[config.mk]
export PLATFORM = sky130hd
export DESIGN_NAME = small_matrix_multiply
export DESIGN_NICKNAME = d
export VERILOG_FILES = /design/src/hw/rtl/smm_pkg.sv /design/src/hw/rtl/small_matrix_multiply.sv /design/src/hw/rtl/smm_front.sv /design/src/hw/rtl/smm_queue.sv /design/src/hw/rtl/smm_engine.sv
export VERILOG_INCLUDE_DIRS = /design/src /design/src/hw/rtl
export SDC_FILE = /design/constraint.sdc
export NUM_CORES = 2
export LEC_CHECK = 0
export BUFFER_PORTS_ARGS = -buffer_cell sky130_fd_sc_hd__buf_2
export CAP_MARGIN = 20
export CORE_ASPECT_RATIO = 1.4
export CORE_MARGIN = 5
export CORE_UTILIZATION = 45
export DETAILED_ROUTE_END_ITERATION = 7
export PLACE_DENSITY = 0.59
export SETUP_SLACK_MARGIN = 0.4
export SKIP_LAST_GASP = 1
export SYNTH_ARGS = -nofsm -noshare
export SYNTH_HDL_FRONTEND = slang
export SYNTH_HIERARCHICAL = 1
export SYNTH_SLANG_ARGS = --single-unit
[constraint.sdc]
create_clock -name clk -period 7.8 [get_ports clk]
set_clock_uncertainty 0.15 [all_clocks]
set_input_delay 2.34 -clock clk [delete_from_list [all_inputs] [get_ports clk]]
set_output_delay 2.34 -clock clk [all_outputs]
set_load 0.01 [all_outputs]
[src/hw/rtl/small_matrix_multiply_defines.svh]
// Assertion macros shared by the RTL. Each use sits on a line of its own.
// SMM_ASSERT_IMPL: same-cycle implication. SMM_ASSERT_NEXT: next-cycle implication.
// Both sample on clk and are disabled while rst_n is low.
`ifndef SMALL_MATRIX_MULTIPLY_DEFINES_SVH
`define SMALL_MATRIX_MULTIPLY_DEFINES_SVH

`ifndef SYNTHESIS

`define SMM_ASSERT_IMPL(name, ante, cons) \
    name: assert property (@(posedge clk) disable iff (!rst_n) (ante) |-> (cons)) \
        else $error("smm assertion failed");

`define SMM_ASSERT_NEXT(name, ante, cons) \
    name: assert property (@(posedge clk) disable iff (!rst_n) (ante) |=> (cons)) \
        else $error("smm assertion failed");

`else

`define SMM_ASSERT_IMPL(name, ante, cons)

`define SMM_ASSERT_NEXT(name, ante, cons)

`endif

`endif

[src/hw/rtl/smm_pkg.sv]
`timescale 1ns / 1ps
`default_nettype none

package smm_pkg;

    // default matrix geometry
    localparam int MAX_ROWS_DEF  = 4;
    localparam int INNER_DIM_DEF = 4;
    localparam int OUT_COLS_DEF  = 4;

    // command queue between front end and engine
    localparam int QUEUE_DEPTH = 4;

    localparam int VALUE_W = 32;
    localparam int IDX_W   = 2;
    localparam int MODE_W  = 2;
    localparam int ROWS_W  = 3;
    localparam int FRAC_W  = 16;

    localparam logic [ROWS_W-1:0] ACTIVE_ROWS_RST = 3'd4;

    localparam logic signed [VALUE_W-1:0] VALUE_MAX = 32'sh7FFF_FFFF;
    localparam logic signed [VALUE_W-1:0] VALUE_MIN = 32'sh8000_0000;

    // stream packing: row, col, value from the low bit up, padded to bytes
    localparam int FIELDS_W    = 2 * IDX_W + VALUE_W;
    localparam int TDATA_W     = ((FIELDS_W + 7) / 8) * 8;
    localparam int TDATA_PAD_W = TDATA_W - FIELDS_W;
    localparam int COL_LSB     = IDX_W;
    localparam int VALUE_LSB   = 2 * IDX_W;

    typedef enum logic [MODE_W-1:0] {
        MODE_LOAD_A  = 2'd0,
        MODE_LOAD_B  = 2'd1,
        MODE_COMPUTE = 2'd2
    } mode_t;

    typedef struct packed {
        mode_t                     kind;
        logic [IDX_W-1:0]          row;
        logic [IDX_W-1:0]          col;
        logic signed [VALUE_W-1:0] value;
    } cmd_t;

    // one result element, engine to output stage
    typedef struct packed {
        logic [IDX_W-1:0]          row;
        logic [IDX_W-1:0]          col;
        logic signed [VALUE_W-1:0] value;
        logic                      last;
        logic                      sat;
    } result_t;

endpackage

`default_nettype wire

[src/hw/rtl/small_matrix_multiply.sv]
`timescale 1ns / 1ps
`default_nettype none
// Small dense matrix multiply, C = A x B, signed Q16.16. Each request on the
// input stream is a load of one A element (tuser = 0), a load of one B element
// (tuser = 1) or a compute (tuser = 2); tuser = 3 and loads outside the stored
// arrays are dropped at the front end. A compute streams out every element of
// C for the active rows in row-major order, tlast on the final one and tuser
// high when the element was clipped. Each element is the exact sum of the
// 64-bit products, floored by 2^16 and saturated to 32 bits. A front end
// checks and registers requests, a four-entry command queue decouples it from
// the engine, so up to five requests (queue plus front register) are absorbed
// while a compute runs before the input stalls. Loads retire at one per
// cycle while no compute is running. Each element of C is paced by the
// single shared 32x32 multiplier and the one read port of each matrix
// store: INNER_DIM reads are issued, then the read, multiply and
// accumulate registers drain, then the element is handed to the output
// register. A compute holds the engine until its last element is handed on.
// Reading an element of A or B that was never loaded returns an undefined
// value. The user must write active_rows (reset 4) on the cfg channel only
// while the block is idle; the block itself does not enforce this. 0 acts
// as 1 and values above MAX_ROWS act as MAX_ROWS.

module small_matrix_multiply #(
    parameter int MAX_ROWS  = smm_pkg::MAX_ROWS_DEF,
    parameter int INNER_DIM = smm_pkg::INNER_DIM_DEF,
    parameter int OUT_COLS  = smm_pkg::OUT_COLS_DEF
) (
    input  wire logic                          clk,
    input  wire logic                          rst_n,
    // request stream
    input  wire logic                          s_axis_tvalid,
    output logic                               s_axis_tready,
    // [1:0] row_index, [3:2] col_index, [35:4] element_value, [39:36] zero
    input  wire logic [smm_pkg::TDATA_W-1:0]   s_axis_tdata,
    // [1:0] mode
    input  wire logic [smm_pkg::MODE_W-1:0]    s_axis_tuser,
    // result stream
    output logic                               m_axis_tvalid,
    input  wire logic                          m_axis_tready,
    // [1:0] out_row, [3:2] out_col, [35:4] out_value, [39:36] zero
    output logic [smm_pkg::TDATA_W-1:0]        m_axis_tdata,
    output logic                               m_axis_tlast,
    // [0] saturated
    output logic                               m_axis_tuser,
    // active_rows write channel
    input  wire logic                          cfg_valid,
    output logic                               cfg_ready,
    input  wire logic [smm_pkg::ROWS_W-1:0]    cfg_data
);
    import smm_pkg::*;

    logic [ROWS_W-1:0] active_rows_reg;

    logic    fe_valid;
    logic    fe_ready;
    cmd_t    fe_cmd;
    logic    q_valid;
    logic    q_ready;
    cmd_t    q_cmd;
    result_t res;

    // config register; always ready
    assign cfg_ready = 1'b1;

    always_ff @(posedge clk or negedge rst_n)
    begin
        if (!rst_n)
        begin
            active_rows_reg <= ACTIVE_ROWS_RST;
        end
        else if (cfg_valid && cfg_ready)
        begin
            active_rows_reg <= cfg_data;
        end
    end

    // front end: unpack, filter, register
    smm_front #(
        .MAX_ROWS  (MAX_ROWS),
        .INNER_DIM (INNER_DIM),
        .OUT_COLS  (OUT_COLS)
    ) u_front (
        .clk       (clk),
        .rst_n     (rst_n),
        .in_valid  (s_axis_tvalid),
        .in_ready  (s_axis_tready),
        .in_mode   (s_axis_tuser),
        .in_row    (s_axis_tdata[IDX_W-1:0]),
        .in_col    (s_axis_tdata[COL_LSB+IDX_W-1:COL_LSB]),
        .in_value  (s_axis_tdata[VALUE_LSB+VALUE_W-1:VALUE_LSB]),
        .out_valid (fe_valid),
        .out_ready (fe_ready),
        .out_cmd   (fe_cmd)
    );

    // command queue
    smm_queue #(
        .DEPTH (QUEUE_DEPTH)
    ) u_queue (
        .clk        (clk),
        .rst_n      (rst_n),
        .push_valid (fe_valid),
        .push_ready (fe_ready),
        .push_cmd   (fe_cmd),
        .pop_valid  (q_valid),
        .pop_ready  (q_ready),
        .pop_cmd    (q_cmd)
    );

    // back end: matrix stores, MAC pipeline, output register
    smm_engine #(
        .MAX_ROWS  (MAX_ROWS),
        .INNER_DIM (INNER_DIM),
        .OUT_COLS  (OUT_COLS)
    ) u_engine (
        .clk         (clk),
        .rst_n       (rst_n),
        .cmd_valid   (q_valid),
        .cmd_ready   (q_ready),
        .cmd         (q_cmd),
        .active_rows (active_rows_reg),
        .res_valid   (m_axis_tvalid),
        .res_ready   (m_axis_tready),
        .res         (res)
    );

    assign m_axis_tdata = {{TDATA_PAD_W{1'b0}}, res.value, res.col, res.row};
    assign m_axis_tlast = res.last;
    assign m_axis_tuser = res.sat;

endmodule

`default_nettype wire

[src/hw/rtl/smm_front.sv]
`timescale 1ns / 1ps
`default_nettype none

module smm_front #(
    parameter int MAX_ROWS  = 4,
    parameter int INNER_DIM = 4,
    parameter int OUT_COLS  = 4
) (
    input  wire logic                              clk,
    input  wire logic                              rst_n,
    input  wire logic                              in_valid,
    output logic                                   in_ready,
    input  wire logic [smm_pkg::MODE_W-1:0]        in_mode,
    input  wire logic [smm_pkg::IDX_W-1:0]         in_row,
    input  wire logic [smm_pkg::IDX_W-1:0]         in_col,
    input  wire logic signed [smm_pkg::VALUE_W-1:0] in_value,
    output logic                                   out_valid,
    input  wire logic                              out_ready,
    output smm_pkg::cmd_t                          out_cmd
);
    import smm_pkg::*;

    logic keep;
    cmd_t cmd_reg;
    logic cmd_valid_reg;

    // drop unused modes and out-of-range loads here
    always_comb
    begin
        case (mode_t'(in_mode))
            MODE_LOAD_A:  keep = (int'(in_row) < MAX_ROWS) && (int'(in_col) < INNER_DIM);
            MODE_LOAD_B:  keep = (int'(in_row) < INNER_DIM) && (int'(in_col) < OUT_COLS);
            MODE_COMPUTE: keep = 1'b1;
            default:      keep = 1'b0;
        endcase
    end

    assign in_ready  = !cmd_valid_reg || out_ready;
    assign out_valid = cmd_valid_reg;
    assign out_cmd   = cmd_reg;

    always_ff @(posedge clk or negedge rst_n)
    begin
        if (!rst_n)
        begin
            cmd_valid_reg <= 1'b0;
        end
        else if (in_ready)
        begin
            cmd_valid_reg <= in_valid && keep;
        end
    end

    always_ff @(posedge clk)
    begin
        if (in_ready && in_valid)
        begin
            cmd_reg.kind  <= mode_t'(in_mode);
            cmd_reg.row   <= in_row;
            cmd_reg.col   <= in_col;
            cmd_reg.value <= in_value;
        end
    end

endmodule

`default_nettype wire

[src/hw/rtl/smm_queue.sv]
`timescale 1ns / 1ps
`default_nettype none
`include "small_matrix_multiply_defines.svh"

module smm_queue #(
    parameter int DEPTH = 4
) (
    input  wire logic          clk,
    input  wire logic          rst_n,
    input  wire logic          push_valid,
    output logic               push_ready,
    input  wire smm_pkg::cmd_t push_cmd,
    output logic               pop_valid,
    input  wire logic          pop_ready,
    output smm_pkg::cmd_t      pop_cmd
);
    import smm_pkg::*;

    localparam int PTR_W = (DEPTH > 1) ? $clog2(DEPTH) : 1;
    localparam int CNT_W = $clog2(DEPTH + 1);

    cmd_t             q_mem_reg [DEPTH];
    logic [PTR_W-1:0] wr_ptr_reg;
    logic [PTR_W-1:0] rd_ptr_reg;
    logic [CNT_W-1:0] count_reg;
    logic             do_push;
    logic             do_pop;

    assign push_ready = (count_reg != CNT_W'(DEPTH));
    assign pop_valid  = (count_reg != '0);
    assign pop_cmd    = q_mem_reg[rd_ptr_reg];
    assign do_push    = push_valid && push_ready;
    assign do_pop     = pop_valid && pop_ready;

    always_ff @(posedge clk or negedge rst_n)
    begin
        if (!rst_n)
        begin
            wr_ptr_reg <= '0;
            rd_ptr_reg <= '0;
            count_reg  <= '0;
        end
        else
        begin
            if (do_push)
            begin
                wr_ptr_reg <= (wr_ptr_reg == PTR_W'(DEPTH - 1)) ? '0 : wr_ptr_reg + PTR_W'(1);
            end
            if (do_pop)
            begin
                rd_ptr_reg <= (rd_ptr_reg == PTR_W'(DEPTH - 1)) ? '0 : rd_ptr_reg + PTR_W'(1);
            end
            if (do_push && !do_pop)
            begin
                count_reg <= count_reg + CNT_W'(1);
            end
            else if (do_pop && !do_push)
            begin
                count_reg <= count_reg - CNT_W'(1);
            end
        end
    end

    always_ff @(posedge clk)
    begin
        if (do_push)
        begin
            q_mem_reg[wr_ptr_reg] <= push_cmd;
        end
    end

    `SMM_ASSERT_IMPL(a_q_count_bound, 1'b1, count_reg <= CNT_W'(DEPTH))
    `SMM_ASSERT_NEXT(a_q_push_grows, do_push && !do_pop, count_reg == $past(count_reg) + CNT_W'(1))

endmodule

`default_nettype wire

[src/hw/rtl/smm_engine.sv]
`timescale 1ns / 1ps
`default_nettype none
`include "small_matrix_multiply_defines.svh"

module smm_engine #(
    parameter int MAX_ROWS  = 4,
    parameter int INNER_DIM = 4,
    parameter int OUT_COLS  = 4
) (
    input  wire logic                       clk,
    input  wire logic                       rst_n,
    input  wire logic                       cmd_valid,
    output logic                            cmd_ready,
    input  wire smm_pkg::cmd_t              cmd,
    input  wire logic [smm_pkg::ROWS_W-1:0] active_rows,
    output logic                            res_valid,
    input  wire logic                       res_ready,
    output smm_pkg::result_t                res
);
    import smm_pkg::*;

    localparam int LEFT_DEPTH  = MAX_ROWS * INNER_DIM;
    localparam int RIGHT_DEPTH = INNER_DIM * OUT_COLS;
    localparam int LA_W  = (LEFT_DEPTH > 1) ? $clog2(LEFT_DEPTH) : 1;
    localparam int RA_W  = (RIGHT_DEPTH > 1) ? $clog2(RIGHT_DEPTH) : 1;
    localparam int R_W   = (MAX_ROWS > 1) ? $clog2(MAX_ROWS) : 1;
    localparam int K_W   = (INNER_DIM > 1) ? $clog2(INNER_DIM) : 1;
    localparam int C_W   = (OUT_COLS > 1) ? $clog2(OUT_COLS) : 1;
    localparam int PROD_W = 2 * VALUE_W;
    localparam int ACC_W  = PROD_W + $clog2(INNER_DIM) + 1;
    localparam int SUM_W  = ACC_W - FRAC_W;

    typedef enum logic [1:0] {
        ST_IDLE,
        ST_RUN,
        ST_WAIT,
        ST_EMIT
    } state_t;

    state_t state_reg;
    logic [R_W-1:0] r_reg;
    logic [C_W-1:0] c_reg;
    logic [K_W-1:0] k_reg;
    logic [R_W-1:0] last_row_reg;
    logic [R_W-1:0] last_row;

    logic [VALUE_W-1:0] left_mem  [LEFT_DEPTH];
    logic [VALUE_W-1:0] right_mem [RIGHT_DEPTH];
    logic [LA_W-1:0] left_wa;
    logic [RA_W-1:0] right_wa;
    logic [LA_W-1:0] left_ra;
    logic [RA_W-1:0] right_ra;

    logic                       rd_v_reg;
    logic                       rd_first_reg;
    logic                       rd_last_reg;
    logic signed [VALUE_W-1:0]  a_rd_reg;
    logic signed [VALUE_W-1:0]  b_rd_reg;
    logic                       prod_v_reg;
    logic                       prod_first_reg;
    logic                       prod_last_reg;
    logic signed [PROD_W-1:0]   prod_reg;
    logic signed [ACC_W-1:0]    acc_reg;
    logic signed [ACC_W-1:0]    prod_ext;
    logic                       acc_done_reg;

    logic                       issue;
    logic                       k_last;
    logic                       c_last;
    logic                       elem_last;
    logic                       slot_free;
    logic                       take_cmd;
    logic [SUM_W-1:0]           sum_q;
    logic                       ovf_pos;
    logic                       ovf_neg;
    logic signed [VALUE_W-1:0]  sat_value;

    logic    res_valid_reg;
    result_t res_reg;

    assign cmd_ready = (state_reg == ST_IDLE);
    assign take_cmd  = cmd_valid && cmd_ready;
    assign issue     = (state_reg == ST_RUN);
    assign k_last    = (k_reg == K_W'(INNER_DIM - 1));
    assign c_last    = (c_reg == C_W'(OUT_COLS - 1));
    assign elem_last = c_last && (r_reg == last_row_reg);
    assign slot_free = !res_valid_reg || res_ready;

    assign left_wa  = LA_W'(int'(cmd.row) * INNER_DIM + int'(cmd.col));
    assign right_wa = RA_W'(int'(cmd.row) * OUT_COLS + int'(cmd.col));
    assign left_ra  = LA_W'(int'(r_reg) * INNER_DIM + int'(k_reg));
    assign right_ra = RA_W'(int'(k_reg) * OUT_COLS + int'(c_reg));

    // zero acts as one row, anything above MAX_ROWS as MAX_ROWS
    always_comb
    begin
        if (active_rows == '0)
        begin
            last_row = '0;
        end
        else if (int'(active_rows) > MAX_ROWS)
        begin
            last_row = R_W'(MAX_ROWS - 1);
        end
        else
        begin
            last_row = R_W'(active_rows - ROWS_W'(1));
        end
    end

    // floor(sum / 2^16), then clip to 32 bits
    assign prod_ext  = {{(ACC_W - PROD_W){prod_reg[PROD_W-1]}}, prod_reg};
    assign sum_q     = acc_reg[ACC_W-1:FRAC_W];
    assign ovf_pos   = !sum_q[SUM_W-1] && (|sum_q[SUM_W-1:VALUE_W-1]);
    assign ovf_neg   = sum_q[SUM_W-1] && !(&sum_q[SUM_W-1:VALUE_W-1]);
    assign sat_value = ovf_pos ? VALUE_MAX : (ovf_neg ? VALUE_MIN : sum_q[VALUE_W-1:0]);

    assign res_valid = res_valid_reg;
    assign res       = res_reg;

    // matrix stores, one write and one registered read each
    always_ff @(posedge clk)
    begin
        if (take_cmd && cmd.kind == MODE_LOAD_A)
        begin
            left_mem[left_wa] <= cmd.value;
        end
        if (take_cmd && cmd.kind == MODE_LOAD_B)
        begin
            right_mem[right_wa] <= cmd.value;
        end
        if (issue)
        begin
            a_rd_reg <= left_mem[left_ra];
            b_rd_reg <= right_mem[right_ra];
        end
    end

    // multiply and accumulate datapath
    always_ff @(posedge clk)
    begin
        if (rd_v_reg)
        begin
            prod_reg <= a_rd_reg * b_rd_reg;
        end
        if (prod_v_reg)
        begin
            acc_reg <= prod_first_reg ? prod_ext : acc_reg + prod_ext;
        end
    end

    always_ff @(posedge clk or negedge rst_n)
    begin
        if (!rst_n)
        begin
            state_reg      <= ST_IDLE;
            r_reg          <= '0;
            c_reg          <= '0;
            k_reg          <= '0;
            last_row_reg   <= '0;
            rd_v_reg       <= 1'b0;
            rd_first_reg   <= 1'b0;
            rd_last_reg    <= 1'b0;
            prod_v_reg     <= 1'b0;
            prod_first_reg <= 1'b0;
            prod_last_reg  <= 1'b0;
            acc_done_reg   <= 1'b0;
            res_valid_reg  <= 1'b0;
            res_reg        <= '0;
        end
        else
        begin
            rd_v_reg       <= issue;
            rd_first_reg   <= issue && (k_reg == '0);
            rd_last_reg    <= issue && k_last;
            prod_v_reg     <= rd_v_reg;
            prod_first_reg <= rd_first_reg;
            prod_last_reg  <= rd_last_reg;
            acc_done_reg   <= prod_v_reg && prod_last_reg;

            // drained slot clears unless a new element is loaded this cycle
            if (res_ready && !(state_reg == ST_EMIT && slot_free))
            begin
                res_valid_reg <= 1'b0;
            end

            case (state_reg)
                ST_IDLE:
                begin
                    if (take_cmd && cmd.kind == MODE_COMPUTE)
                    begin
                        last_row_reg <= last_row;
                        r_reg        <= '0;
                        c_reg        <= '0;
                        k_reg        <= '0;
                        state_reg    <= ST_RUN;
                    end
                end
                ST_RUN:
                begin
                    if (k_last)
                    begin
                        k_reg     <= '0;
                        state_reg <= ST_WAIT;
                    end
                    else
                    begin
                        k_reg <= k_reg + K_W'(1);
                    end
                end
                ST_WAIT:
                begin
                    if (acc_done_reg)
                    begin
                        state_reg <= ST_EMIT;
                    end
                end
                ST_EMIT:
                begin
                    if (slot_free)
                    begin
                        res_valid_reg <= 1'b1;
                        res_reg.row   <= IDX_W'(r_reg);
                        res_reg.col   <= IDX_W'(c_reg);
                        res_reg.value <= sat_value;
                        res_reg.last  <= elem_last;
                        res_reg.sat   <= ovf_pos || ovf_neg;
                        if (elem_last)
                        begin
                            state_reg <= ST_IDLE;
                        end
                        else
                        begin
                            state_reg <= ST_RUN;
                            if (c_last)
                            begin
                                c_reg <= '0;
                                r_reg <= r_reg + R_W'(1);
                            end
                            else
                            begin
                                c_reg <= c_reg + C_W'(1);
                            end
                        end
                    end
                end
                default:
                begin
                    state_reg <= ST_IDLE;
                end
            endcase
        end
    end

    `SMM_ASSERT_IMPL(a_pipe_empty_idle, state_reg == ST_IDLE, !rd_v_reg && !prod_v_reg && !acc_done_reg)
    `SMM_ASSERT_IMPL(a_row_in_range, state_reg != ST_IDLE, r_reg <= last_row_reg)
    `SMM_ASSERT_IMPL(a_done_only_waiting, acc_done_reg, state_reg == ST_WAIT)
    `SMM_ASSERT_NEXT(a_last_ends_run, state_reg == ST_EMIT && slot_free && elem_last, state_reg == ST_IDLE && res_reg.last)

endmodule

`default_nettype wire
==> run metrics <==
cts bufs inserted=between 100 and 150; final setup violation count=15; Reg clk slew, reported paths=0.06 ns; global placer's final weighted congestion=0.905; total vias in the final route=54,977; number of flops mapped to enable cells by yosys=~1,400; CTS tree=built; Setup CP Type=register to register; GRT Total Usage=21.9%; top post-synthesis cells by count=edfxtp_1 (1,409), fa_1 (1,084), inv_1 (1,067); Core Box Area=approximately 210,000 sq um; final worst-path cycle share=104%; Vias/cell=5.38; RSZ-0062 raised after global routing=true; hpwl dp=171,000 um; maximum clock rate=123 MHz; min setup slack post-route=-0.350 ns; WL/cell=23.3 um; grt ovf=0; root buffer cell=clkbuf_16; row count=199; worst setup path startpoint=u_engine/b_rd_reg[5]; slowest stage delay, CP=about 0.57 ns; max cap viols=0; final-stage net count=8,675; Synth Register Bits=1,476; Placed Area=102,000 sq um; first-pass iteration count of the detailed router=5; failing checks=negative setup slack; setup total negative slack=-3.18 ns; Fill cells=17,647; dominant cell type by area after synthesis=edfxtp_1; clock latency on the worst-skew pair=0.79 ns; top cells by area, synth=edfxtp_1 (45%), fa_1 (23%), mux4_2 (8.5%); area grow syn2layout=14.0%; worst-path fanout max=14; largest net degree at the start of global routing=81; synthesized area=94,900 sq um; Max-slew headroom=27.9%; most common cell in the netlist=edfxtp_1; DIE HEIGHT=~550 um; Place WS=-0.576 ns; predominant post-synthesis flop cell=edfxtp_1; Hold Slack=around 0.20 ns; final hold viol count=0; Data required, critical path=8.17 ns; Hold Crit Start=u_engine/rd_last_reg; post-synth top area share=roughly 45%; Buf/Inv on CP=7; CP Data Arrival Time=roughly 8.5 ns; 1st-iter DRT viols=3,522; Die ar.=220,000 sq um; Starting Density=45.2%; max-slew violations=0; clock buffer depth=3; CTS HTree Levels=4; Worst R2R Start=u_engine/b_rd_reg[5]; sequential area share after synthesis=46.3%; CTS sink cnt=1,476; Crit-path slowest cell=fa_1; crit end category=register; I/O Pins=between 90 and 100; antenna viol nets, final=0; min cycle time layout=8.15 ns; Crit path top cell by count=fa_1; final WL=238,000 um; Hold Buf Count CTS=0; Worst-Margin Slew=approximately 1.1 ns; Post-Syn Area per Cell=around 14 sq um; PortBufs=85; vias in the first global route=60,818; Hold Path Class=register to register; design area=108,000 sq um; Post-synth ARST share=4.54%; first-pass GRT wire length=364,000 um; Synth warnings=6; Synth Instances=6,858; Distinct cells, synth=97; status=finished with violations; delay-heaviest family, CP=adder cells; startpoint types=register; initial antenna violation count=4; fraction of layout cells with a size suffix above 1=18.9%; Die W=398 um; Residual DRC=0
cells in the final DEF (no fill, tap or decap), drive strengths merged, types with 41 or more instances in the layout:
master	instances
ha	264
mux4	358
clkinv	62
fa	1084
nand2	722
clkbuf	181
xnor2	96
o21ai	212
edfxtp	1409
a21o	69
a21oi	144
xor2	41
dfrtp	66
and2	498
inv	1071
buf	616
nor2	136
stage by stage:
stage | util, % | instances
after detailed placement | 48.8 | 9914
after floorplan | - | 6861
after global routing | 51.6 | 10212
final | 51.6 | 10213
after CTS | 51.5 | 10207
after global placement | 48.8 | 9914
per-layer routing:
| layer | GRT usage (%) | wire (um) | vias up | part of all wire, % |
|---|---|---|---|---|
| met5 | 0 | 0 | - | 0 |
| met4 | 8.34 | 10300 | 0 | 4.3 |
| met3 | 2.65 | 10400 | 443 | 4.4 |
| met2 | 41.2 | 130000 | 1406 | 55 |
| met1 | 25.5 | 86600 | 29222 | 36 |
| li1 | - | - | 23906 | - |
final timing paths:
kind,depth (start not counted),to,slack (ns)
min in group asynchronous,1,u_engine/res[35],1.28
max reg2reg,28,u_engine/prod_reg[50],-0.35
max,28,u_engine/prod_reg[50],-0.35
min reg2reg,0,u_engine/prod_last_reg,0.20
max in group asynchronous,2,u_engine/prod_first_reg,5.02
min,0,u_engine/prod_last_reg,0.20
logic make-up after synthesis:
kind of cell	after synthesis	share of synthesized area, %
DFF	1476	46.3
xor gates and xnor gates	137	1.26
buffers and inverters	1414	5.71
muxes	375	8.69
adders and majority gates	1349	26.3
AOI/OAI and AO/OA	585	3.87
other	2	0.00791
and+or+nand+nor	1520	7.78
area by class of cell:
| type | instances | area (sq um) | area share (%) |
|---|---|---|---|
| repair buffers | 616 | 5380 | 4.97 |
| flip-flops and latches | 1476 | 44000 | 40.7 |
| diodes | 2 | 5.00 | 0.00462 |
| inverters | 1068 | 4010 | 3.71 |
| well taps | 2814 | 3520 | 3.25 |
| multi-input cells | 3971 | 46500 | 42.9 |
| clock buffers | 181 | 3850 | 3.56 |
| clock inverters | 85 | 986 | 0.911 |
what timing repair did:
item	4_1_cts	5_1_grt
cloned	0	0
resized for setup	109	31
endpoints found under the hold margin	0	0
pin swaps	72	28
endpoints found under the setup margin	35	36
setup buffers	27	4
Power is left out: the tool's default activity adds up to more than one toggle a clock period on the data nets, which glitch-free logic cannot reach.
